===== config.mk =====
export PLATFORM = sky130hd
export DESIGN_NAME = ihu_ctrl
export DESIGN_NICKNAME = d
export VERILOG_FILES = /design/src/rtl/ihu_pkg.sv /design/src/rtl/ihu_ctrl.sv
export SDC_FILE = /design/constraint.sdc
export NUM_CORES = 1
export LEC_CHECK = 0
export BUFFER_PORTS_ARGS = -buffer_cell sky130_fd_sc_hd__buf_4
export CAP_MARGIN = 15
export CORE_AREA = 2 2 39 41
export CTS_CLUSTER_DIAMETER = 80
export DETAILED_ROUTE_END_ITERATION = 16
export DIE_AREA = 0 0 41 43
export PLACE_DENSITY = 0.72
export SETUP_SLACK_MARGIN = 0.2
export SLEW_MARGIN = 20
export SYNTH_ARGS = -nofsm -noshare
export SYNTH_HDL_FRONTEND = slang
export SYNTH_SLANG_ARGS = --single-unit

===== constraint.sdc =====
create_clock -name clk -period 1.5 [get_ports clk]
set_input_delay 0.075 -clock clk [delete_from_list [all_inputs] [get_ports clk]]
set_output_delay 0.075 -clock clk [all_outputs]
set_load 0.005 [all_outputs]

===== src/rtl/ihu_pkg.sv =====
// Shared types and constants of the indexed min-heap update block.
package ihu_pkg;

  localparam int SLOT_W = 10;
  localparam int LEN_W = 11;
  localparam int HANDLE_W = 16;
  localparam int NEW_KEY_W = 64;
  localparam int MAX_RESULTS = 11;
  localparam int CNT_W = 4;

  typedef enum logic [2:0] {
    S_IDLE,
    S_PAR_RD,
    S_PAR_CMP,
    S_UP_RD,
    S_UP_CMP,
    S_DN_RDL,
    S_DN_RDR,
    S_DN_CMP
  } state_t;

  typedef enum logic [1:0] {
    RD_PAR,
    RD_LC,
    RD_RC
  } rd_sel_t;

  typedef struct packed {
    logic    load;
    logic    rd_en;
    rd_sel_t rd_sel;
    logic    take_lc;
    logic    move_up;
    logic    move_dn;
    logic    place;
  } cmd_t;

  typedef struct packed {
    logic in_drop;
    logic in_direct;
    logic in_root;
    logic par_gt;
    logic par_root;
    logic lc_ok;
    logic rc_ok;
    logic found_any;
    logic move_ok;
    logic out_free;
  } status_t;

endpackage


===== src/rtl/ihu_ctrl.sv =====
// Controller state machine that sequences the sift of one entry through the heap.
module ihu_ctrl (
  input  logic             clk,
  input  logic             rst,
  input  logic             req_valid,
  output logic             req_ready,
  input  ihu_pkg::status_t st,
  output ihu_pkg::cmd_t    cmd
);

  ihu_pkg::state_t state, state_next;
  logic final_pending, final_pending_next;

  always_ff @(posedge clk) begin
    if (rst) begin
      state <= ihu_pkg::S_IDLE;
      final_pending <= 1'b0;
    end else begin
      state <= state_next;
      final_pending <= final_pending_next;
    end
  end

  always_comb begin
    state_next = state;
    final_pending_next = final_pending;
    cmd = '0;
    cmd.rd_sel = ihu_pkg::RD_PAR;
    req_ready = 1'b0;
    if (final_pending) begin
      if (st.out_free) begin
        cmd.place = 1'b1;
        final_pending_next = 1'b0;
        state_next = ihu_pkg::S_IDLE;
      end
    end else begin
      case (state)
        ihu_pkg::S_IDLE: begin
          req_ready = 1'b1;
          if (req_valid) begin
            cmd.load = 1'b1;
            if (st.in_drop) begin
              state_next = ihu_pkg::S_IDLE;
            end else if (st.in_direct) begin
              final_pending_next = 1'b1;
            end else if (st.in_root) begin
              state_next = ihu_pkg::S_DN_RDL;
            end else begin
              state_next = ihu_pkg::S_PAR_RD;
            end
          end
        end
        ihu_pkg::S_PAR_RD, ihu_pkg::S_UP_RD: begin
          cmd.rd_en = 1'b1;
          cmd.rd_sel = ihu_pkg::RD_PAR;
          state_next = (state == ihu_pkg::S_PAR_RD) ? ihu_pkg::S_PAR_CMP : ihu_pkg::S_UP_CMP;
        end
        ihu_pkg::S_PAR_CMP, ihu_pkg::S_UP_CMP: begin
          if (st.par_gt) begin
            if (st.move_ok) begin
              cmd.move_up = 1'b1;
              if (st.par_root) begin
                final_pending_next = 1'b1;
              end else begin
                state_next = ihu_pkg::S_UP_RD;
              end
            end
          end else if (state == ihu_pkg::S_PAR_CMP) begin
            state_next = ihu_pkg::S_DN_RDL;
          end else begin
            final_pending_next = 1'b1;
          end
        end
        ihu_pkg::S_DN_RDL: begin
          if (st.lc_ok) begin
            cmd.rd_en = 1'b1;
            cmd.rd_sel = ihu_pkg::RD_LC;
            state_next = ihu_pkg::S_DN_RDR;
          end else begin
            final_pending_next = 1'b1;
          end
        end
        ihu_pkg::S_DN_RDR: begin
          cmd.take_lc = 1'b1;
          cmd.rd_en = st.rc_ok;
          cmd.rd_sel = ihu_pkg::RD_RC;
          state_next = ihu_pkg::S_DN_CMP;
        end
        ihu_pkg::S_DN_CMP: begin
          if (!st.found_any) begin
            final_pending_next = 1'b1;
          end else if (st.move_ok) begin
            cmd.move_dn = 1'b1;
            state_next = ihu_pkg::S_DN_RDL;
          end
        end
        default: begin
          state_next = ihu_pkg::S_IDLE;
        end
      endcase
    end
  end

endmodule


# Yosys cells after proc, flatten, opt, wreduce, memory -nomap -nowiden

Cells that the tools add are included.

Eq/ne operators: 16
Muxes and demuxes: 42
Reduce and logical (&&, ||, !) cells: 4

Operator list:

| operator                                             | count |
|---|---|
| two-way mux 3 bit                                    | 15 |
| two-way mux 1 bit                                    | 23 |
| one-hot mux 3 bit (6 select lines)                   | 1 |
| != test 4 bit (second input constant)                | 4 |
| equality test 3 bit (second input constant)          | 4 |
| != test 3 bit (second input constant)                | 4 |
| one-hot mux 3 bit (3 select lines)                   | 1 |
| AND reduction 9 bit                                  | 1 |
| two-way mux 7 bit                                    | 1 |
| equality test 3 x 2 -> 1 bit (second input constant) | 2 |
| one-hot mux 1 bit (4 select lines)                   | 1 |
| OR reduction 2 bit                                   | 2 |
| equality test 3 x 1 -> 1 bit (second input constant) | 1 |
| logical NOT 3 bit                                    | 1 |
| != test 2 bit (second input constant)                | 1 |

Bits in registers: 4
Input bits: 13
Output and inout port bits: 9
Word-level logic and storage cells: 64

# Depth between registers and ports, before layout

Depth after elaboration: 6
Depth in mapped cells: 6
Depth with buffers taken out: 4

# Worst setup path before layout

No wires, ideal clock.

Kind: register -> register
Start: register state[1]
End: register state[1]
Setup time: 0.072 ns
Arrival: 1.301 ns
Data required time: 1.428 ns
Slack: 0.127 ns
Cell stages (with the launch flop): 6
Buffers on the path: 1
Clock period less this slack: 1.373 ns
Cell sequence: dfxtp_1 -> buf_6 -> nand2b_4 -> and4_4 -> a2111oi_4 -> mux2i_1

Longest elaborated chain between the ends: 4
Elaborated cells between the ends (all ways): 22
Those cells by class: eq/ne (15); mux (3); reduce/logical (4)

RTL lines:

| what                                                                                 | line                           | RTL |
|---|---|---|
| start, declared                                                                      | ihu_ctrl.sv:11                 | `ihu_pkg::state_t state, state_next;` |
| start signal, assigned                                                               | ihu_ctrl.sv:16                 | `state <= ihu_pkg::S_IDLE;` |
| start signal, assigned                                                               | ihu_ctrl.sv:19                 | `state <= state_next;` |
| equality test 3 x 2 -> 1 bit (tied with other cells)                                 | ihu_ctrl.sv:37, ihu_ctrl.sv:68 |  |
| OR reduction 2 bit / two-way mux 3 bit (equally long branches)                       | ihu_ctrl.sv:37, ihu_ctrl.sv:56 |  |
| != test 4 bit (no line) / one-hot mux 3 bit (6 select lines) (equally long branches) | -                              |  |
| AND reduction 9 bit (no line) / two-way mux 3 bit (equally long branches)            | -                              |  |

Several ways; a longest one is shown, not always the timed one.
A chain may end at the register's enable or synchronous reset.

# Worst setup path after layout

Ends and elaborated chain as after synthesis.

==> results.toml <==
[hold_path]
hold_path_depth = 2
holdCritPathClass = "in -> reg"

[clocking]
clkTransAtPathRegs_ps = 40
clock_tree.root_cell = "clkbuf_4"
cts_buffers = 3
cts.htree.levels = 1
cts_buffer_depth = 2
clk_latency_ps = 240
hold_buffers = 0
numClockSinks = 4
cts_tree = "done"

[power_and_ir_drop]
p_leak_nw = 0.421
peakVddDrop_mv = 0.922
power_density_nw_per_um2 = 1960
total_power_mw = 1.85

[grt]
grt_start_max_net_pins = 12
grt_pass1_vias = 618
grt_pass1_wl_mm = 2.55
antenna_found_initial = 0
overflow = 0
grt.total_usage_pct = 21.8

[sta]
maxSlewHeadroom_pct = 75.7
worst_slack_ps = 119
finalWorstPathRequiredPeriod_ps = 1380
finalSetupTns_ps = 0
max_freq_ghz = 0.724
finalClockSkew_ps = 6.05
report.final.slew_viol_count = 0
fin_hold_ws_ps = 37.2
worst_slew_pin_slew_ps = 365
finalHoldViolCount = 0
fin_crit_sh_pct = 92.1
final-setup-viol-count = 0
rsz0062_at_grt = "true"

[finish]
final_cell_mix = "buf_4, nor2_1, nand2_1"
design_area_sq_um = 946
final_core_util_pct = 68.4
fin_nets = 114
area.growth.synth_to_final_pct = 86.2
instances_no_fill = 115
layout_commonest_cell = "buf_4"
drive_gt1_share_pct = 62.6
diodes = 0
fill_cells = 111

[synth]
avgSynthCellArea_sq_um = 7.58
synth_nets = 80
ys_ff_latch = 4
ys_seq_area_share_pct = 15.8
ys_warn_count = 0
syn-cell-area_sq_um = 508
synth_cell_types = 37
syn_inst = 67

[die]
io_pins = 22
coreArea_sq_um = 1380
die_x_um = 41
row_count = 14
die_area_sq_um = 1760
initial_core_util_pct = 36.7
fp.dieH_um = 43

[setup_path]
r2r_slack_ps = 120
cp.arrival_ps = 1540
startpoint_type = "flip-flop"
worst-r2r-cell-count = 5
path_class = "reg -> reg"
required_ps = 1660
endpoint_kind = "flip-flop"
path_max_fanout = 5

[routing]
wire_per_inst_um = 15.7
vias_per_cell = 5.83
wl_mm = 1.80
drtIter0Drc = 12
vias = 671
final_antenna_net_count = 0
drc_errors = 0
dr.pass1.iters = 4

[place]
dp_slack_ps = 20.3
place_area_sq_um = 704
place_congestion = 0.852
portBuffers = 21
post-dp-hpwl_mm = 1.10
placedCellCount = 103

[job]
cap_violations = 0

[outcome]
status = "complete, no violations"
[routing by layer]
metal / up-vias / GRT usage, % / routed length (um)
li1: 315 / - / -
met1: 327 / 22.0 / 675
met2: 25 / 40.0 / 1030
met3: 4 / 3.14 / 72
met4: 0 / 10.0 / 20
met5: - / 0 / 0
[Yosys cell counts]
| master | count | share of area (%) |
|---|---|---|
| nand2_1 | 6 | 4.4 |
| nor2_1 | 6 | 4.4 |
| dfxtp_1 | 4 | 16 |
| nand2b_1 | 4 | 4.9 |
| a21oi_1 | 3 | 3.0 |
| buf_2 | 3 | 3.0 |
| nand3_1 | 3 | 3.0 |
| nor4_1 | 3 | 3.7 |
| o21ai_0 | 3 | 3.0 |
| and2_1 | 2 | 2.5 |
| mux2i_1 | 2 | 3.9 |
| nor2b_1 | 2 | 2.5 |
| o32ai_1 | 2 | 3.4 |
| a2111oi_2 | 1 | 3.0 |
| a2111oi_4 | 1 | 5.4 |
| a211o_1 | 1 | 1.7 |
| a221oi_1 | 1 | 1.7 |
| a32o_1 | 1 | 2.0 |
| and3b_1 | 1 | 1.7 |
| and4_1 | 1 | 1.7 |
| and4_4 | 1 | 2.2 |
| buf_1 | 1 | 0.74 |
| buf_4 | 1 | 1.5 |
| buf_6 | 1 | 2.2 |
| clkbuf_1 | 1 | 0.74 |
| inv_1 | 1 | 0.74 |
| inv_2 | 1 | 0.74 |
| mux2_1 | 1 | 2.2 |
| nand2b_4 | 1 | 2.7 |
| nand3b_1 | 1 | 1.5 |
| nand4_1 | 1 | 1.2 |
| nor3_1 | 1 | 0.98 |
| nor3b_1 | 1 | 1.5 |
| nor4b_1 | 1 | 1.7 |
| o22ai_1 | 1 | 1.2 |
| o311ai_0 | 1 | 1.7 |
| xor2_1 | 1 | 1.7 |
[kinds of logic after synthesis]
family | count (synthesis) | synth area share (%)
buf+inv | 9 | 9.60
xor+xnor | 1 | 1.72
flops | 4 | 15.8
mux | 3 | 6.16
simple gates | 35 | 40.6
compound gates | 15 | 26.1
[worst max-delay path, stage by stage (launching register included)]
cell       delay [ps]
dfxtp_4           360
buf_6             130
nand2b_4          150
and4_4            150
a2111oi_4         280
mux2i_1           230
[final timing paths]
check                        to     startpoint
setup / recovery       state[1]       state[1]
hold / removal    final_pending            rst
setup reg to reg       state[1]       state[1]
hold reg to reg   final_pending  final_pending
[power by group]
| group | internal (mW) | total, mW | leakage, nW | switching [mW] |
|---|---|---|---|---|
| logic | 0.822 | 1.41 | 0.372 | 0.589 |
| clock network | 0.0897 | 0.137 | 0.0138 | 0.0477 |
| registers | 0.180 | 0.305 | 0.0353 | 0.125 |
| total | 1.09 | 1.85 | 0.421 | 0.762 |
[flip-flops by register name (all words and copies together) (netlist names)]
name / count
state: 3
final_pending: 1
[repair_timing]
action	4_1_cts	5_1_grt
buffers inserted	5	3
endpoints found under the hold margin	0	0
cloned	0	1
endpoints found under the setup margin	12	11
resized for setup	23	7
pin swaps	7	6
[area by class of cell]
type | count | area, sq um | area share, %
multi-input cells | 54 | 497 | 52.5
repair buffers | 36 | 307 | 32.4
flip-flops and latches | 4 | 92.6 | 9.79
clock buffers | 3 | 22.5 | 2.38
well taps | 16 | 20.0 | 2.12
inverters | 2 | 7.51 | 0.794
No activity file was read; power rests on OpenSTA's default activity.
